**src/rtl/core/rcrs_pkg.sv**
```systemverilog
package rcrs_pkg;

    localparam int FRAC_BITS = 16;
    localparam int FW        = 32;
    localparam int HFW       = 30;
    localparam int THRW      = 16;
    localparam int LANES     = 4;
    localparam int DMW       = 2 * FW;
    localparam int QB        = FW - 1;
    localparam int NW        = FW + 2 * FRAC_BITS;
    localparam int IN_W      = 12 * FW;
    localparam int OUT_W     = 6 * FW + 4 * HFW;

    localparam logic [FW-1:0] SAT_POS = {1'b0, {(FW-1){1'b1}}};
    localparam logic [FW-1:0] SAT_NEG = {1'b1, {(FW-1){1'b0}}};

    typedef struct packed {
        logic                  ok;
        logic signed [FW-1:0]  cen_x;
        logic signed [FW-1:0]  cen_y;
        logic [HFW-1:0]        hw;
        logic [HFW-1:0]        hh;
        logic [HFW-1:0]        rx;
        logic [HFW-1:0]        ry;
    } t_side;

    typedef struct packed {
        logic [LANES-1:0]              sat;
        logic [LANES-1:0]              neg;
        logic [LANES-1:0][DMW-1:0]     rem;
        logic [LANES-1:0][QB-1:0]      quo;
        logic [LANES-1:0][QB-1:0]      nlo;
        logic [DMW-1:0]                dmag;
    } t_div;

    typedef struct packed {
        t_side side;
        t_div  div;
    } t_pipe;

endpackage

```
**src/rtl/core/rcrs_div_stage.sv**
```systemverilog
module rcrs_div_stage import rcrs_pkg::*; (
    input  logic  i_clk,
    input  logic  i_rst_n,
    input  logic  i_valid,
    output logic  o_ready,
    input  t_pipe i_data,
    output logic  o_valid,
    input  logic  i_ready,
    output t_pipe o_data
);

    logic         en;
    logic         r_valid;
    t_pipe        n_data, r_data;

    assign en      = !r_valid || i_ready;
    assign o_ready = en;
    assign o_valid = r_valid;
    assign o_data  = r_data;

    // one restoring quotient bit per lane
    always_comb begin
        logic [DMW:0] t;
        logic         ge;
        n_data = i_data;
        for (int l = 0; l < LANES; l++) begin
            t  = {i_data.div.rem[l], i_data.div.nlo[l][QB-1]};
            ge = t >= {1'b0, i_data.div.dmag};
            n_data.div.rem[l] = ge ? DMW'(t - {1'b0, i_data.div.dmag}) : t[DMW-1:0];
            n_data.div.quo[l] = {i_data.div.quo[l][QB-2:0], ge};
            n_data.div.nlo[l] = {i_data.div.nlo[l][QB-2:0], 1'b0};
        end
    end

    always_ff @(posedge i_clk) begin
        if (!i_rst_n) begin
            r_valid <= 1'b0;
        end else if (en) begin
            r_valid <= i_valid;
        end
    end

    always_ff @(posedge i_clk) begin
        if (en) begin
            r_data <= n_data;
        end
    end

endmodule

```
**config.mk**
```make
export PLATFORM = sky130hd
export DESIGN_NAME = rcrs_div_stage
export DESIGN_NICKNAME = d
export VERILOG_FILES = /design/src/rtl/core/rcrs_pkg.sv /design/src/rtl/core/rcrs_div_stage.sv
export SDC_FILE = /design/constraint.sdc
export NUM_CORES = 1
export LEC_CHECK = 0
export BUFFER_PORTS_ARGS = -buffer_cell sky130_fd_sc_hd__buf_2
export CAP_MARGIN = 20
export CORE_AREA = 10 10 588 590
export DETAILED_ROUTE_END_ITERATION = 8
export DIE_AREA = 0 0 598 600
export HOLD_SLACK_MARGIN = 0.15
export PLACE_DENSITY_LB_ADDON = 0.25
export SYNTH_ARGS = -nofsm -noshare
export SYNTH_HDL_FRONTEND = slang
export SYNTH_SLANG_ARGS = --single-unit
```
**constraint.sdc**
```tcl
create_clock -name i_clk -period 27.4 [get_ports i_clk]
set_clock_uncertainty 0.15 [all_clocks]
set_input_delay 5.48 -clock i_clk [delete_from_list [all_inputs] [get_ports i_clk]]
set_output_delay 5.48 -clock i_clk [all_outputs]
set_load 0.03 [all_outputs]
```
; Word level (Yosys, flattened, before mapping)
; Index checks and enable logic that the tools add are counted.
[totals]
mem_count = 0
mem_bits_rw = 0
word_cells = 37
reg_bits = 758
rom_bits = 0
out_inout_bits = 763
latchBits = 0
[op_classes]
n_div = 0
shifts = 0
bitwise = 0
multipliers = 0
reduce_logical = 2
magnitude_cmp = 4
add_sub_neg = 4
mux = 4
n_eq_ne = 0
[op_table]
columns = op, n
row1 = 65-bit by 64-bit >= comparator with 1-bit output, 4
row2 = 64-bit 2-to-1 mux, 4
row3 = 64-bit subtractor, 4
row4 = 1-bit zero test, 1
row5 = 1-bit logical OR, 1

; Depth between registers and ports, before layout
[depth]
depth_word = 2
mapped_depth = 17
mapped_depth_nobuf = 14

; Worst setup path before layout
; No wires, ideal clock.
[synth_path]
path_kind = input -> output
from = input i_ready
to = output o_ready
path_buffers = 0
path_stages = 1
setup_slack_ps = -1941
arrival_time_ps = 23711
path_cell_list = nand2b_1
[synth_between]
elab_chain_cells = 1
[synth_lines]
columns = item, line
row1 = from (decl), rcrs_div_stage.sv:8  ; input logic i_ready,
row2 = 1-bit logical OR, rcrs_div_stage.sv:16  ; assign en = !r_valid || i_ready;
row3 = to (decl), rcrs_div_stage.sv:5  ; output logic o_ready,
; Every way passes these cells.

; Worst setup path in the final report
; Same ends and word-level chain as after synthesis.

==> impl_results.rst <==
.. list-table::
   :header-rows: 1

   * - Metric
     - Value
   * - Result of the run
     - finished clean
   * - Share of flip-flops with an asynchronous set or reset after synthesis
     - 0
   * - Clock Path Buffers
     - 4
   * - Gate count after technology mapping
     - 3613
   * - Switching Fraction
     - 0.363
   * - Depth of the most critical reg-to-reg path
     - 8
   * - Core Rows
     - about 210
   * - Antenna-violating nets left
     - 0
   * - Summed instance area of the synthesized netlist
     - about 41000 um^2
   * - Die span in y
     - 600 um
   * - Power, Total
     - 4.25 mW
   * - Max rail drop VDD
     - ~0.043 mV
   * - Maximum fanout count along the critical path
     - 42
   * - Global routing met2 resource utilization
     - 0.338
   * - Largest net degree at the start of global routing
     - 71
   * - Critical path arrival
     - around 6.8 ns
   * - Launching point of the worst reg2reg path
     - o_valid
   * - Number of global-route vias before repair
     - 37610
   * - Slew HR
     - 0.335
   * - Count of endpoints failing setup in the final report
     - 0
   * - Number of sinks on the clock net
     - between 700 and 800
   * - RSZ-0062 raised after global routing
     - false
   * - Power dissipated by switching net loads
     - 1.54 mW
   * - DR WL/cell
     - 33.8 um
   * - Number of synthesized register bits
     - 758
   * - Top library cells by usage in the layout, fill and taps aside
     - sky130_fd_sc_hd__buf_2 (1519), sky130_fd_sc_hd__edfxtp_1 (757), sky130_fd_sc_hd__a21oi_1 (452)
   * - Die Area
     - 359000 um^2
   * - Clock tree from TritonCTS
     - done
   * - Later-pin clock latency in the skew report
     - 0.82 ns
   * - Clock transition at the registers of the reported paths
     - 0.06 ns
   * - Element type at the critical path start
     - input pin
   * - HP Start
     - o_valid
   * - Period utilization
     - 0.455
   * - Starting Density
     - 0.122
   * - Core area
     - 333000 um^2
   * - Slew at the pin with the worst max-slew slack
     - around 1.0 ns
   * - Relative contribution of sequential cells to total power
     - 0.353
   * - Die outline width
     - 598 um
   * - DRC violation count after routing
     - 0
   * - Relative area change from synthesis to final layout
     - 41.9%
   * - Iteration count of the initial detailed-routing pass
     - 6
   * - Upper clock frequency limit
     - ~80 MHz
   * - Portion of total power attributed to the clock network
     - 0.370
   * - Number of max-cap violations
     - 0
   * - First-pass GRT wire length
     - 407000 um
   * - Global-route track usage on met1
     - 0.163
   * - Routing layer with the top usage in global route
     - met2
   * - Final-report hold violation count
     - 0
   * - M3 GR Usage
     - 0.0605
   * - Reg-to-reg critical path endpoint
     - o_data[617]
   * - Global route overflow
     - 0
   * - Post-synthesis sequential area ratio
     - 0.559
   * - Internal reg-to-reg setup slack
     - between 20 and 25 ns
   * - Clock root buffer
     - sky130_fd_sc_hd__clkbuf_16
   * - Number of enable-type register cells in the synthesized netlist
     - 757
   * - Number of buffers added for setup after CTS
     - 0
   * - Required time reported for the critical path endpoint
     - 21.77 ns
   * - Most used flip-flop cell after synthesis
     - sky130_fd_sc_hd__edfxtp_1
   * - Total detailed-routing wirelength
     - 329000 um
   * - Fraction of layout cells with a size suffix above 1
     - 0.348
   * - Worst Setup Path Type
     - input pin to output pin
   * - Clock period minus final worst setup slack
     - 12.46 ns
   * - Num ports
     - 1528
   * - Class of the worst hold path
     - register to register
   * - Detailed placer's ending HPWL
     - 288000 um
   * - GRT Util Overall
     - 0.172
   * - Distinct cell type count of the synthesized netlist
     - around 80
   * - Number of DRC violations after detailed-routing iteration 0
     - approximately 2500
   * - DR vias
     - around 38000
   * - Most common cell after layout, fill and taps aside
     - sky130_fd_sc_hd__buf_2
   * - Max Transition Viols Final
     - 0
   * - Cts hold-fix bufs
     - 0
   * - Int Pwr
     - 2.71 mW
   * - Setup TNS after final layout
     - 0 ns
   * - Number of antenna violations at the first check in global routing
     - 234
   * - Number of nets in the layout
     - 6182
   * - Synthesis Warnings
     - 0
   * - LEAKAGE
     - 23.9 nW
   * - Port bufs
     - 1519
   * - Worst Hold Margin
     - 1.02 ns
   * - Inserted Clock Buffers
     - 111
   * - Cell area power density
     - 73.5 nW/um^2
   * - H-tree level count
     - 3
   * - Via-to-Cell Ratio
     - 3.89
   * - Sort of element at the end of the critical path
     - output pin
   * - End of the worst hold path
     - o_valid
   * - Final weighted congestion of routability-driven global placement
     - 0.945
   * - Mapped Avg Cell Area
     - 11.3 um^2
   * - Number of cells on the worst hold path
     - 2
   * - Share of total power in combinational logic
     - 0.276
   * - Post-CTS Resized
     - 0
==> per-layer routing <==
layer,routed length (um),vias to the layer above
li1,-,16787
met1,107000,18700
met2,179000,1715
met3,27400,532
met4,14200,122
met5,812,-
==> power groups by stage <==
stage | registers [mW] | logic (mW) | clock network [mW]
after floorplan | 1.80 | 0.387 | 0
after global placement | 1.53 | 1.20 | 0
after detailed placement | 1.52 | 1.20 | 0
after CTS | 1.50 | 1.20 | 1.64
after global routing | 1.51 | 1.25 | 1.67
final | 1.50 | 1.17 | 1.57
==> worst max-delay path, cell delays in order <==
cell,delay (ns)
sky130_fd_sc_hd__buf_2,0.09
sky130_fd_sc_hd__nand2b_4,0.51
sky130_fd_sc_hd__buf_4,0.43
sky130_fd_sc_hd__buf_2,0.27
==> cell families (layout without fill, tap and decap cells) <==
kind of cell | after synthesis | after routing | share of synthesized area
AO/OA/AOI/OAI | 1103 | 1103 | 0.165
AND/OR/NAND/NOR | 935 | 935 | 0.106
flip-flops | 758 | 758 | 0.559
buffers and inverters | 280 | 1909 | 0.0282
adder cells (fa/ha/maj) | 260 | 260 | 0.0806
XOR/XNOR | 239 | 239 | 0.0514
multiplexers | 37 | 37 | 0.0103
other | 1 | 116 | 0.0000921
==> cells in the mapped netlist, drive strengths merged, types with 85 or more instances <==
cell / number / area share
a21o: 147 / 0.027
edfxtp: 757 / 0.56
a21oi: 452 / 0.056
o21ai: 237 / 0.029
clkbuf: 100 / 0.0092
xor2: 97 / 0.021
nor2: 309 / 0.028
xnor2: 142 / 0.031
nand4: 85 / 0.013
inv: 134 / 0.012
ha: 256 / 0.079
nand2: 300 / 0.028
==> stage by stage <==
stage	instance area, um^2	std cells	util	worst slack (ns)
floorplan	40700	3616	-	6.80
global placement	53600	9430	0.161	14.93
detailed placement	53600	9430	0.161	14.90
CTS	57500	9631	0.173	14.89
global route	57600	9688	0.173	14.85
finish	57800	9744	0.173	14.94
==> flip-flops by register name, indices dropped and copies added, names as in the netlist <==
| signal | cells |
|---|---|
| o_valid | 1 |
| o_data | 757 |
==> worst max path at each step <==
stage / start / endpoint / depth (start not counted)
2_1_floorplan: i_ready / o_ready / 1
3_3_place_gp: i_ready / o_ready / 4
3_5_place_dp: i_ready / o_ready / 4
4_1_cts: i_ready / o_ready / 4
5_1_grt: i_ready / o_ready / 4
6_report: i_ready / o_ready / 4
==> area by class of cell <==
| class | instances | area (um^2) |
|---|---|---|
| inverters | 134 | 503 |
| clock buffers | 121 | 2850 |
| well taps | 4387 | 5490 |
| diodes | 112 | 280 |
| flip-flops and latches | 758 | 22800 |
| clock inverters | 80 | 996 |
| fillers | 37258 | 275000 |
| repair buffers | 1574 | 8040 |
| multi-input cells | 2578 | 16900 |
Note: power is estimated with default switching activity, not from simulation.
